--- src/hw/rtl/sleep_deadline_wakeup_table_unit_defines.svh ---
// ----------------------------------------------------------------------------
// Sleep deadline wakeup table - assertion macros
// Shared property wrappers, clocked on aclk and disabled while in reset.
// ----------------------------------------------------------------------------
`ifndef SLEEP_DEADLINE_WAKEUP_TABLE_UNIT_DEFINES_SVH
`define SLEEP_DEADLINE_WAKEUP_TABLE_UNIT_DEFINES_SVH

// Same-cycle implication.
`define SDWT_ASSERT_IMP(lbl, ante, cons, msg) \
    lbl: assert property (@(posedge aclk) disable iff (!aresetn) \
        (ante) |-> (cons)) else $error(msg);

// Next-cycle implication.
`define SDWT_ASSERT_NXT(lbl, ante, cons, msg) \
    lbl: assert property (@(posedge aclk) disable iff (!aresetn) \
        (ante) |=> (cons)) else $error(msg);

`endif

--- src/hw/rtl/sdwt_pkg.sv ---
// ----------------------------------------------------------------------------
// Sleep deadline wakeup table - package
// Fixed field widths, word layout, operation codes and sequencer states.
// ----------------------------------------------------------------------------
package sdwt_pkg;

    // Input word layout (tdata), lowest bit first
    localparam int PROC_BITS   = 4;
    localparam int FIELD_BITS  = 16;
    localparam int PROC_LSB    = 0;
    localparam int DUR_LSB     = PROC_LSB + PROC_BITS;
    localparam int NOW_LSB     = DUR_LSB + FIELD_BITS;
    localparam int S_DATA_BITS = 40;
    localparam int M_DATA_BITS = 16;
    localparam int CFG_BITS    = 16;
    localparam int MASK_BITS   = 16;

    localparam logic [CFG_BITS-1:0] MAX_TIME_RESET = 16'hFFFF;

    // Operation selector carried in tuser
    localparam logic FUNC_SLEEP = 1'b0;
    localparam logic FUNC_CHECK = 1'b1;

    typedef enum logic [6:0] {
        ST_IDLE   = 7'b000_0001,
        ST_LEFT   = 7'b000_0010,
        ST_CMP    = 7'b000_0100,
        ST_DEAD   = 7'b000_1000,
        ST_WINDOW = 7'b001_0000,
        ST_SWEEP  = 7'b010_0000,
        ST_FINISH = 7'b100_0000
    } state_t;

endpackage

--- src/hw/rtl/sdwt_ram.sv ---
// ----------------------------------------------------------------------------
// Sleep deadline wakeup table - generic RAM
// One write port, one read port with registered read data.
// ----------------------------------------------------------------------------
module sdwt_ram #(
    parameter int WIDTH     = 16,
    parameter int DEPTH     = 16,
    parameter int ADDR_BITS = (DEPTH > 1) ? $clog2(DEPTH) : 1
) (
    input  logic                 aclk,
    input  logic                 wr_en,
    input  logic [ADDR_BITS-1:0] wr_addr,
    input  logic [WIDTH-1:0]     wr_data,
    input  logic                 rd_en,
    input  logic [ADDR_BITS-1:0] rd_addr,
    output logic [WIDTH-1:0]     rd_data
);

    logic [WIDTH-1:0] mem [DEPTH];
    logic [WIDTH-1:0] rd_data_reg;

    always_ff @(posedge aclk) begin
        if (wr_en) begin
            mem[wr_addr] <= wr_data;
        end
        if (rd_en) begin
            rd_data_reg <= mem[rd_addr];
        end
    end

    assign rd_data = rd_data_reg;

endmodule

--- src/hw/rtl/sleep_deadline_wakeup_table_unit.sv ---
// ----------------------------------------------------------------------------
// Sleep deadline wakeup table
// Per-process sleep deadlines with a wrap-aware wake check over all slots.
// ----------------------------------------------------------------------------
//
// Channel | Dir | Handshake           | Payload
// --------+-----+---------------------+--------------------------------------
// s_      | in  | s_tvalid / s_tready | tuser: func; tdata: proc_index,
//         |     |                     |   duration, now
// m_      | out | m_tvalid / m_tready | tdata: woken_mask
// cfg_    | in  | cfg_valid/cfg_ready | cfg_data: max_time
//
// A sleep request passes LEFT, CMP, DEAD and FINISH before m_tvalid rises;
// a wake check passes WINDOW, SWEEP and FINISH, the sweep reading one
// deadline per cycle from the deadline RAM and testing it against the wake
// window. s_tready returns with the result, so a new word is taken only once
// the previous result sits in the output register.
// Reset (aresetn, synchronous) clears flags and last check time and sets
// max_time to 65535; the deadline RAM is not cleared, since a slot's deadline
// counts only once its flag marks it written. A stalled result waits in the output
// register; the next word is accepted meanwhile, and the sequencer holds at
// its end until the output register frees up. Configuration is taken on any
// cycle.
// ----------------------------------------------------------------------------
`include "sleep_deadline_wakeup_table_unit_defines.svh"

module sleep_deadline_wakeup_table_unit #(
    parameter int PROCESSES = 16,
    parameter int TICK_BITS = 16
) (
    input  logic                             aclk,
    input  logic                             aresetn,
    // configuration write channel
    input  logic                             cfg_valid,
    output logic                             cfg_ready,
    input  logic [sdwt_pkg::CFG_BITS-1:0]    cfg_data,     // [15:0] max_time
    // input stream
    input  logic                             s_tvalid,
    output logic                             s_tready,
    input  logic [sdwt_pkg::S_DATA_BITS-1:0] s_tdata,      // [3:0] proc_index,
                                                           // [19:4] duration,
                                                           // [35:20] now
    input  logic                             s_tuser,      // [0] func
    // result stream
    output logic                             m_tvalid,
    input  logic                             m_tready,
    output logic [sdwt_pkg::M_DATA_BITS-1:0] m_tdata       // [15:0] woken_mask
);

    import sdwt_pkg::*;

    localparam int AddrBits  = (PROCESSES > 1) ? $clog2(PROCESSES) : 1;
    localparam int WideBits  = (TICK_BITS > FIELD_BITS) ? TICK_BITS : FIELD_BITS;
    localparam int WideSlots = (PROCESSES > MASK_BITS) ? PROCESSES : MASK_BITS;

    // ------------------------------------------------------------------
    // Control and payload registers
    // ------------------------------------------------------------------
    state_t                 state_reg, state_next;
    logic [TICK_BITS-1:0]   max_time_reg;
    logic [TICK_BITS-1:0]   last_check_reg;
    logic [PROCESSES-1:0]   sleeping_reg;
    logic                   func_reg;
    logic [PROC_BITS-1:0]   proc_reg;
    logic [TICK_BITS-1:0]   dur_reg;
    logic [TICK_BITS-1:0]   now_reg;
    logic [TICK_BITS-1:0]   left_reg;
    logic                   lt_reg;
    logic [TICK_BITS-1:0]   lo_reg;
    logic [TICK_BITS-1:0]   hi_reg;
    logic [AddrBits-1:0]    idx_reg;
    logic [MASK_BITS-1:0]   mask_reg;
    logic                   m_tvalid_reg;
    logic [MASK_BITS-1:0]   m_tdata_reg;

    logic s_fire;
    logic out_free;

    assign s_fire    = s_tvalid && s_tready;
    assign s_tready  = (state_reg == ST_IDLE);
    assign cfg_ready = 1'b1;
    assign out_free  = !m_tvalid_reg || m_tready;
    assign m_tvalid  = m_tvalid_reg;
    assign m_tdata   = m_tdata_reg;

    // Fit 16-bit fields into the tick width (zero-extend or truncate)
    logic [WideBits-1:0] dur_wide, now_wide, cfg_wide, max_rst_wide;
    assign dur_wide     = WideBits'(s_tdata[DUR_LSB +: FIELD_BITS]);
    assign now_wide     = WideBits'(s_tdata[NOW_LSB +: FIELD_BITS]);
    assign cfg_wide     = WideBits'(cfg_data);
    assign max_rst_wide = WideBits'(MAX_TIME_RESET);

    // ------------------------------------------------------------------
    // Shared add/subtract unit: a + b, or a - b with carry as "no borrow"
    // ------------------------------------------------------------------
    logic [TICK_BITS-1:0] alu_a, alu_b;
    logic                 alu_sub;
    logic [TICK_BITS:0]   alu_sum;

    always_comb begin
        alu_a   = max_time_reg;
        alu_b   = now_reg;
        alu_sub = 1'b1;
        unique case (state_reg)
            ST_CMP: begin
                // left < duration shows up as a borrow
                alu_a = left_reg;
                alu_b = dur_reg;
            end
            ST_DEAD: begin
                if (lt_reg) begin
                    alu_a = dur_reg;
                    alu_b = left_reg;
                end else begin
                    alu_a   = now_reg;
                    alu_b   = dur_reg;
                    alu_sub = 1'b0;
                end
            end
            default: begin
                // time left before wrap: max_time - now
            end
        endcase
    end

    assign alu_sum = {1'b0, alu_a} + {1'b0, alu_b ^ {TICK_BITS{alu_sub}}}
                   + {{TICK_BITS{1'b0}}, alu_sub};

    // ------------------------------------------------------------------
    // Deadline store
    // ------------------------------------------------------------------
    logic [5:0]           proc_wide;
    logic                 slot_ok;
    logic [AddrBits-1:0]  slot_addr;
    logic                 ram_we;
    logic                 ram_re;
    logic [AddrBits-1:0]  ram_raddr;
    logic [TICK_BITS-1:0] ram_rdata;
    logic                 idx_last;

    assign proc_wide = 6'(proc_reg);
    assign slot_ok   = ({26'd0, proc_wide} < 32'(PROCESSES));
    assign slot_addr = proc_wide[AddrBits-1:0];
    assign ram_we    = (state_reg == ST_DEAD) && slot_ok;
    assign idx_last  = (idx_reg == AddrBits'(PROCESSES - 1));
    assign ram_re    = (state_reg == ST_WINDOW) || ((state_reg == ST_SWEEP) && !idx_last);
    assign ram_raddr = (state_reg == ST_SWEEP) ? idx_reg + AddrBits'(1) : '0;

    sdwt_ram #(
        .WIDTH (TICK_BITS),
        .DEPTH (PROCESSES)
    ) u_deadline_ram (
        .aclk    (aclk),
        .wr_en   (ram_we),
        .wr_addr (slot_addr),
        .wr_data (alu_sum[TICK_BITS-1:0]),
        .rd_en   (ram_re),
        .rd_addr (ram_raddr),
        .rd_data (ram_rdata)
    );

    // ------------------------------------------------------------------
    // Wake window: wrap handling on the previous check time
    // ------------------------------------------------------------------
    logic                 win_gt;
    logic                 win_at_max;
    logic [TICK_BITS-1:0] win_lo, win_hi;

    assign win_gt     = last_check_reg > now_reg;
    assign win_at_max = last_check_reg == max_time_reg;
    assign win_lo     = (win_at_max && win_gt) ? '0 : last_check_reg;
    assign win_hi     = (win_gt && !win_at_max) ? max_time_reg : now_reg;

    // Sweep compare on the slot whose deadline just came out of the RAM
    logic       hit;
    logic [5:0] idx_wide;

    assign hit      = sleeping_reg[idx_reg] && (ram_rdata >= lo_reg) && (ram_rdata <= hi_reg);
    assign idx_wide = 6'(idx_reg);

    // ------------------------------------------------------------------
    // Sequencer
    // ------------------------------------------------------------------
    always_comb begin
        state_next = state_reg;
        unique case (state_reg)
            ST_IDLE: begin
                if (s_fire) begin
                    state_next = (s_tuser == FUNC_CHECK) ? ST_WINDOW : ST_LEFT;
                end
            end
            ST_LEFT:   state_next = ST_CMP;
            ST_CMP:    state_next = ST_DEAD;
            ST_DEAD:   state_next = ST_FINISH;
            ST_WINDOW: state_next = ST_SWEEP;
            ST_SWEEP: begin
                if (idx_last) begin
                    state_next = ST_FINISH;
                end
            end
            ST_FINISH: begin
                if (out_free) begin
                    state_next = ST_IDLE;
                end
            end
            default:   state_next = ST_IDLE;
        endcase
    end

    always_ff @(posedge aclk) begin
        if (!aresetn) begin
            state_reg      <= ST_IDLE;
            max_time_reg   <= max_rst_wide[TICK_BITS-1:0];
            last_check_reg <= '0;
            sleeping_reg   <= '0;
            m_tvalid_reg   <= 1'b0;
        end else begin
            state_reg <= state_next;

            if (cfg_valid && cfg_ready) begin
                max_time_reg <= cfg_wide[TICK_BITS-1:0];
            end

            // mark the slot asleep once its deadline is written
            if (ram_we) begin
                sleeping_reg[slot_addr] <= 1'b1;
            end

            if (state_reg == ST_WINDOW) begin
                last_check_reg <= win_hi;
            end

            // drop the flag of every slot woken by the sweep
            if ((state_reg == ST_SWEEP) && hit) begin
                sleeping_reg[idx_reg] <= 1'b0;
            end

            if ((state_reg == ST_FINISH) && out_free) begin
                m_tvalid_reg <= 1'b1;
            end else if (m_tready) begin
                m_tvalid_reg <= 1'b0;
            end
        end
    end

    // Payload registers, no reset
    always_ff @(posedge aclk) begin
        if (s_fire) begin
            func_reg <= s_tuser;
            proc_reg <= s_tdata[PROC_LSB +: PROC_BITS];
            dur_reg  <= dur_wide[TICK_BITS-1:0];
            now_reg  <= now_wide[TICK_BITS-1:0];
            mask_reg <= '0;
        end
        if (state_reg == ST_LEFT) begin
            left_reg <= alu_sum[TICK_BITS-1:0];
        end
        if (state_reg == ST_CMP) begin
            lt_reg <= !alu_sum[TICK_BITS];
        end
        if (state_reg == ST_WINDOW) begin
            lo_reg  <= win_lo;
            hi_reg  <= win_hi;
            idx_reg <= '0;
        end
        if (state_reg == ST_SWEEP) begin
            idx_reg <= idx_reg + AddrBits'(1);
            if (hit && (idx_wide < 6'(MASK_BITS))) begin
                mask_reg[idx_wide[3:0]] <= 1'b1;
            end
        end
        if ((state_reg == ST_FINISH) && out_free) begin
            m_tdata_reg <= mask_reg;
        end
    end

    // ------------------------------------------------------------------
    // Assertions
    // ------------------------------------------------------------------
    logic [WideSlots-1:0] sleeping_wide;
    logic                 fin_sleep;
    logic                 fin_any;
    logic [MASK_BITS-1:0] woken_still_set;

    assign sleeping_wide   = WideSlots'(sleeping_reg);
    assign fin_sleep       = (state_reg == ST_FINISH) && (func_reg == FUNC_SLEEP);
    assign fin_any         = (state_reg == ST_FINISH);
    assign woken_still_set = mask_reg & sleeping_wide[MASK_BITS-1:0];

    `SDWT_ASSERT_IMP(a_sleep_mask_zero, fin_sleep, mask_reg == '0, "sleep request set mask bits")
    `SDWT_ASSERT_IMP(a_woken_cleared, fin_any, woken_still_set == '0, "woken slot still asleep")
    `SDWT_ASSERT_NXT(a_last_check_hold, state_reg != ST_WINDOW, $stable(last_check_reg), "last check moved")
    `SDWT_ASSERT_NXT(a_accept_starts_work, s_fire, state_reg != ST_IDLE, "accept did not start work")

endmodule

--- config.mk ---
export PLATFORM = sky130hd
export DESIGN_NAME = sleep_deadline_wakeup_table_unit
export DESIGN_NICKNAME = d
export VERILOG_FILES = /design/src/hw/rtl/sdwt_pkg.sv /design/src/hw/rtl/sdwt_ram.sv /design/src/hw/rtl/sleep_deadline_wakeup_table_unit.sv
export VERILOG_INCLUDE_DIRS = /design/src /design/src/hw/rtl
export SDC_FILE = /design/constraint.sdc
export NUM_CORES = 1
export LEC_CHECK = 0
export BUFFER_PORTS_ARGS = -buffer_cell sky130_fd_sc_hd__buf_2
export CAP_MARGIN = 20
export CORE_MARGIN = 2
export CORE_UTILIZATION = 45
export DETAILED_ROUTE_END_ITERATION = 12
export MAX_ROUTING_LAYER = met4
export PLACE_DENSITY = 0.64
export SYNTH_ARGS = -nofsm -noshare
export SYNTH_HDL_FRONTEND = slang
export SYNTH_SLANG_ARGS = --single-unit
--- constraint.sdc ---
create_clock -name aclk -period 4.6 [get_ports aclk]
set_input_delay 0.46 -clock aclk [delete_from_list [all_inputs] [get_ports aclk]]
set_output_delay 0.46 -clock aclk [all_outputs]
set_load 0.005 [all_outputs]
# --- Word level (Yosys, flattened, before mapping) ---
# Memories as Yosys holds them, arrays and structs flattened. A register that Yosys moved wholly into a read port is not among the register bits.
# Index checks and enable logic that the tools add are counted.
totals:
  ff_bits: 177
  ram_bits: 256
  out_inout_bits: 19
  elab_cells: 97
  memories: 1
op_classes:
  add_sub_neg: 3
  n_lt_le_gt_ge: 9
  eq_ne: 12
  muxes: 31
  bitwise_logic: 5
  reduce_logical: 21
mem_list:
  columns: ["name", "depth", "width", "read_ports", "rd_clocked_by_memory_dff", "write_ports", "line", "rtl"]
  rows:
  - ["u_deadline_ram.mem", 16, 16, 1, 1, 1, "sdwt_ram.sv:19", "logic [WIDTH-1:0] mem [DEPTH];"]
ops:
  columns: ["cell", "count"]
  rows:
  - ["16-bit two-way mux", 9]
  - ["16-bit one-hot mux with 2 select lines", 2]
  - ["7-bit one-hot mux with 7 select lines", 1]
  - ["16-bit bitwise OR", 2]
  - ["7-bit two-way mux", 3]
  - ["4-bit by 5-bit less-than comparator with 1-bit output (second input constant)", 4]
  - ["16-bit by 16-bit adder with 17-bit output", 1]
  - ["17-bit by 1-bit adder with 17-bit output", 1]
  - ["16-bit bitwise AND", 1]
  - ["16-bit equality test", 1]
  - ["16-bit greater-or-equal comparator", 1]
  - ["16-bit greater-than comparator", 1]
  - ["16-bit <= comparator", 1]
  - ["16-bit inverter", 1]
  - ["16-bit bitwise XOR", 1]
  - ["1-bit logical AND", 12]
  - ["4-bit two-way mux", 3]
  - ["1-bit two-way mux", 9]
  - ["1-bit demux with 4-bit select", 2]
  - ["4-bit by 1-bit greater-or-equal comparator with 1-bit output (second input constant)", 2]
  - ["7-bit by 1-bit equality test with 1-bit output (second input constant)", 1]
  - ["7-bit by 2-bit equality test with 1-bit output (second input constant)", 1]
  - ["7-bit by 3-bit equality test with 1-bit output (second input constant)", 1]
  - ["7-bit by 4-bit equality test with 1-bit output (second input constant)", 1]
  - ["other kinds (13)", 19]

# --- Longest topological paths before layout ---
logic_depth:
  word_depth: 9
  mapped_depth: 17
  ltp_nobuf: 16

# --- Cells and area by module ---
# From an unflattened synthesis, not the netlist that was laid out.
hier_totals:
  hier_cells: 1361
  area_unflattened_um2: 19816.5
modules_own_cells:
  columns: ["mod", "instances", "cells_per_inst", "area_per_inst_um2", "seq_area_each_um2"]
  rows:
  - ["sdwt_ram", 1, 432, 10202.3, 8167.8]
  - ["sleep_deadline_wakeup_table_unit", 1, 929, 9614.2, 4594.4]

# --- Worst setup path after synthesis ---
# Ideal clock, no wire load.
synth_timing:
  kind: "flip-flop to flip-flop"
  startpoint: "reg state_reg[2]"
  endpoint: "reg left_reg[15] (data pin)"
  setup_time_ns: 0.349
  arrival_ns: 3.616
  t_required_ns: 4.251
  path_slack_ns: 0.635
  stages_incl_launch_ff: 15
  n_path_buf: 3
  synth_period_minus_slack_ns: 3.965
  cell_sequence: "dfxtp_1 -> buf_2 -> or4b_4 -> or3_1 -> clkbuf_1 -> buf_2 -> o22ai_1 -> a21oi_1 -> ha_1 -> a21oi_1 -> o211ai_1 -> o211ai_1 -> nand2_1 -> o21a_1 -> o31ai_1"
synth_between:
  elab_chain_cells: 5
  elab_cells_between_ends: 8
synth_lines:
  columns: ["element", "line", "rtl"]
  rows:
  - ["start: declaration", "sleep_deadline_wakeup_table_unit.sv:59", "state_t state_reg, state_next;"]
  - ["start signal: assignment", "sleep_deadline_wakeup_table_unit.sv:218", "state_reg <= state_next;"]
  - ["7-bit by 4-bit equality test with 1-bit output / 7-bit by 3-bit equality test with 1-bit output (equally long branches)", "sleep_deadline_wakeup_table_unit.sv:104", "unique case (state_reg)"]
  - ["16-bit one-hot mux with 2 select lines / 1-bit two-way mux (equally long branches)", "sleep_deadline_wakeup_table_unit.sv:104", null]
  - ["16-bit bitwise XOR", "sleep_deadline_wakeup_table_unit.sv:126", "assign alu_sum = {1'b0, alu_a} + {1'b0, alu_b ^ {TICK_BITS{alu_sub}}}"]
  - ["16-bit by 16-bit adder with 17-bit output", "sleep_deadline_wakeup_table_unit.sv:126", null]
  - ["17-bit by 1-bit adder with 17-bit output (*)", "sleep_deadline_wakeup_table_unit.sv:127", "+ {{TICK_BITS{1'b0}}, alu_sub};"]
  - ["net alu_sum[15]", "sleep_deadline_wakeup_table_unit.sv:98", "logic [TICK_BITS:0] alu_sum;"]
  - ["end signal: assignment", "sleep_deadline_wakeup_table_unit.sv:256", "left_reg <= alu_sum[TICK_BITS-1:0];"]
  - ["end: declaration", "sleep_deadline_wakeup_table_unit.sv:67", "logic [TICK_BITS-1:0] left_reg;"]
# Mark *: on every way through the listed nets, which the timed path passes. The rest lies on a longest branch.
# A chain may end at the register's enable or synchronous reset.

# --- Worst setup path in the final report ---
layout_timing:
  startpoint: "reg state_reg[1]"
  endpoint: "reg left_reg[14] (data pin)"
# Same word-level chain as after synthesis.

==> run summary <==
In this run the number of H-tree levels came out at 2. The first global-routing pass estimated ~77000 µm of wire. The analysis attributes to net switching a power of ~2.2 mW. The most frequent standard cell in the layout excluding fill and tap cells is sky130_fd_sc_hd__edfxtp_1. The total power divided by cell area is 407.4 mW/mm². The congestion estimate from routability-driven global placement came to between 0.8 and 0.9. Cells with a size suffix above 1 make up roughly 17% of the layout.

The total die area came out at roughly 0.047 mm². The global routing usage summed across all routing layers is approximately 23%. The cell sitting at the root of the clock tree is a sky130_fd_sc_hd__clkbuf_16. In the synthesized netlist the dominant register cell turns out to be sky130_fd_sc_hd__edfxtp_1. The mean number of vias per cell is around 5.7. For the worst setup path, the data required time is ~5 ns. The total length of routed wires came out at a little over 50000 µm.

The core region is approximately 0.044 mm². Summing all flip-flop and latch instances after layout gives between 0.01 and 0.015 mm². The layout-stage area growth over the synthesis result is 14.65%. The area taken by multi-input logic gates is 0.006774 mm². The remaining number of nets flagged by the antenna check after routing is 0. The proportion of synthesized chip area in sequential cells came out at a little over three fifths. The sum of negative setup slack is 0 ns. The maximum achievable frequency is between 200 and 250 MHz. The first detailed-routing pass took 5 iterations. The initial standard-cell utilization of the core is between 40% and 50%. The run finished with clean final reports.

The capturing element type of the critical path is a flop. From bottom edge to top edge, the die measures approximately 220 µm. The maximum number of pins on one net before global-route repair is 67. The total internal power is slightly above 7 mW.

The combined area of all synthesized cells is 0.02018 mm². Of the total power, the share spent switching nets is between 20% and 30%. Counting along the longest clock path gives a buffer depth of 3. The sequential power share came out at 50.2%.

The antenna diode count is 0. The flip-flop count of the largest register after layout is 256. The headroom to the max-slew limit is between 20 and 30%. The via total after detailed routing is roughly 13000.

The number of failing setup endpoints in the final timing report is 0. The routed wire length per instance is 22.93 µm. The source of the worst register-to-register timing path is state_reg[1].

The total overflow reported by the global router is 0. The worst supply voltage drop on vdd came out at about 0.28 mV. The combinational power share is 8.2%. Setup repair after global routing left no endpoint under its margin. The worst setup path endpoint is left_reg[14]. In this run, synthesis inferred ~380 flip-flops with an integrated enable. The critical path is of the flop to flop type.

The count of endpoints failing hold in the final timing report came to 0. The number of buffers created by CTS is 48. The final design utilization is between 50 and 60%. The register-to-register path setup slack came out at 0.26 ns.

The synthesis-stage register bit count came out at about 450. The count of warnings emitted by yosys is 0. The initialized floorplan defines between 70 and 80 standard-cell rows. The HPWL after detailed placement is 34040 µm.

The count of pins on the block boundary is 81. For this block, the initial DRC count from the detailed router was between 1000 and 1500. Counting cells, the worst reg-to-reg path comes to 18. The count of cell types in the netlist is 67.

The net count reported at finish is 1763. The number of clock sinks is around 450. In the layout the commonest cells are sky130_fd_sc_hd__edfxtp_1 (377), sky130_fd_sc_hd__mux2i_1 (136), sky130_fd_sc_hd__a21oi_1 (101), sky130_fd_sc_hd__nand2_1 (87), sky130_fd_sc_hd__o21ai_0 (76). The arrival time at the worst endpoint came out at 4.65 ns. The net count of the mapped netlist came out at 1650. The leakage power figure is around 8.5 nW. The portion of total power attributed to the clock network is roughly two fifths. In this run the worst hold path is classified as input port to flop. The number of remaining DRC errors came out at 0.

The largest fanout on the critical path is between 40 and 50. Ranked by flip-flop count, first place goes to u_deadline_ram.mem. The clock-pin slew of the registers on the worst-case setup and hold paths came out at around 0.06 ns. The most critical setup path has its startpoint at state_reg[1]. The number of cells on the worst hold path is 1. The filler cell count is ~3700.

The pin slew with the least headroom to its limit is about 1.1 ns. The number of pins with negative max-slew slack in the final report came out at 0. STA classifies the critical path startpoint as a flop.

The average size of a mapped cell is 13.28 µm². The x dimension of the die came out at 215.8 µm. In this run the tool buffered the top-level ports with 75 buffer cells. The number of standard cells after synthesis is around 1500. The worst register-to-register path ends at left_reg[14]. The via count of the first global-routing pass came out at about 13000.

The final period demand of the worst path came out at 4.344 ns. TritonCTS built the clock tree. The initial antenna violation count is 2.

The insertion delay to the later sink of the worst-skew pair is ~0.6 ns. The maximum clock skew at final layout came out at roughly 0.029 ns. The fraction of synthesis flops using an asynchronous set or reset pin came out at 0%. The post-route clock period utilization is 94.44%.

The max-capacitance violation count came out at 0.
-- worst min path at each step --
| stage | start | slack, ns | end |
|---|---|---|---|
| after floorplan | mask_reg[11] | 0.41 | m_tdata[11] |
| after CTS | s_tdata[23] | 0.01 | now_reg[3] |
| final | s_tdata[23] | 0.03 | now_reg[3] |
| after global placement | mask_reg[8] | 0.42 | m_tdata[8] |
| after global routing | s_tdata[31] | 0.01 | now_reg[11] |
| after detailed placement | mask_reg[9] | 0.42 | m_tdata[9] |
-- per-layer routing --
layer	GRT usage (%)	up-vias	share of wire, %
li1	-	6016	-
met1	31.42	6432	45
met2	34.43	429	45
met3	4.524	108	6.9
met4	7.908	0	3.3
met5	-	-	0
-- cells in the mapped netlist, types with 8 or more instances --
master	instances	area share, %
sky130_fd_sc_hd__nand4_1	12	0.37
sky130_fd_sc_hd__mux4_2	12	1.3
sky130_fd_sc_hd__a21o_1	12	0.45
sky130_fd_sc_hd__and2_1	17	0.53
sky130_fd_sc_hd__a31oi_1	24	0.74
sky130_fd_sc_hd__a22o_1	14	0.61
sky130_fd_sc_hd__dfxtp_1	72	7.1
sky130_fd_sc_hd__nand2_1	87	1.6
sky130_fd_sc_hd__nor2_1	52	0.97
sky130_fd_sc_hd__mux2_2	15	0.84
sky130_fd_sc_hd__buf_2	25	0.62
sky130_fd_sc_hd__xnor2_1	25	1.1
sky130_fd_sc_hd__a221o_1	16	0.79
sky130_fd_sc_hd__buf_1	12	0.22
sky130_fd_sc_hd__a21oi_1	101	2.5
sky130_fd_sc_hd__ha_1	67	4.2
sky130_fd_sc_hd__nand3_1	28	0.69
sky130_fd_sc_hd__buf_4	9	0.33
sky130_fd_sc_hd__o21a_1	8	0.30
sky130_fd_sc_hd__clkbuf_1	35	0.65
sky130_fd_sc_hd__a211oi_1	25	0.93
sky130_fd_sc_hd__nand2b_1	9	0.28
sky130_fd_sc_hd__edfxtp_1	377	56
sky130_fd_sc_hd__nor2b_1	22	0.68
sky130_fd_sc_hd__mux2i_1	136	6.7
sky130_fd_sc_hd__o22ai_1	27	0.84
sky130_fd_sc_hd__nor3_1	18	0.45
sky130_fd_sc_hd__o21ai_0	76	1.9
sky130_fd_sc_hd__inv_1	75	1.4
sky130_fd_sc_hd__a32o_1	15	0.74
-- area by class of cell --
type | instances | area share, %
Tap cell | 592 | 3.201
Sequential cell | 449 | 55.16
Clock inverter | 22 | 1.038
Inverter | 78 | 1.265
Clock buffer | 66 | 5.986
Multi-Input combinational cell | 907 | 29.28
Timing Repair Buffer | 149 | 4.077
-- cells by family (layout without fill, tap and decap cells) --
family,count (synthesis),count (layout),synth area share [%]
xor+xnor,32,32,1.389
simple gates,281,281,7.024
compound gates,361,361,11.47
buf+inv,164,315,3.559
other cells,1,1,0.01858
fa+ha+maj,68,68,4.253
flops,449,449,63.24
mux,164,164,9.051
-- power by group through the flow --
stage	combinational (mW)	sequential (mW)	clock [mW]
after global routing	0.854	4.74	4.14
after floorplan	0.442	4.79	0
after detailed placement	0.752	4.82	0
after CTS	0.760	4.73	3.98
final	0.773	4.73	3.92
after global placement	0.722	4.82	0
-- metrics by stage --
| stage | std cells | setup slack (ns) | hold slack, ns | total power, mW | area [µm²] |
|---|---|---|---|---|---|
| after floorplan | 1520 | 0.6355 | 0.4081 | 5.231 | 20180 |
| after global placement | 2172 | 0.08323 | 0.4182 | 5.542 | 21470 |
| after detailed placement | 2174 | 0.003984 | 0.4212 | 5.572 | 21480 |
| after CTS | 2262 | 0.2266 | 0.01080 | 9.475 | 23120 |
| after global routing | 2263 | 0.06289 | 0.01359 | 9.733 | 23140 |
| final | 2263 | 0.2559 | 0.03100 | 9.427 | 23140 |
-- what timing repair did --
item                       4_1_cts  5_1_grt
hold buffers                     0        0
gates resized for setup          1        1
buffers inserted                 0        1
pin swaps                        0        1
setup endpoints to repair       17       17
-- worst max-delay path: stages (launching register included) --
cell and delay (ns):
sky130_fd_sc_hd__dfxtp_1 0.35, sky130_fd_sc_hd__or3_4 0.41, sky130_fd_sc_hd__nor3_4 0.17, sky130_fd_sc_hd__nand2_1 0.12, sky130_fd_sc_hd__inv_2 0.08, sky130_fd_sc_hd__buf_4 0.44
sky130_fd_sc_hd__mux2i_1 0.25, sky130_fd_sc_hd__o22ai_1 0.09, sky130_fd_sc_hd__a21oi_1 0.14, sky130_fd_sc_hd__ha_1 0.30, sky130_fd_sc_hd__nor2b_1 0.15, sky130_fd_sc_hd__o21ai_0 0.25
sky130_fd_sc_hd__a21oi_1 0.18, sky130_fd_sc_hd__o21ai_0 0.27, sky130_fd_sc_hd__buf_4 0.16, sky130_fd_sc_hd__o211ai_1 0.09, sky130_fd_sc_hd__a21o_1 0.23, sky130_fd_sc_hd__xor2_1 0.14
sky130_fd_sc_hd__buf_4 0.20
No activity file was read; power rests on OpenSTA's default activity.
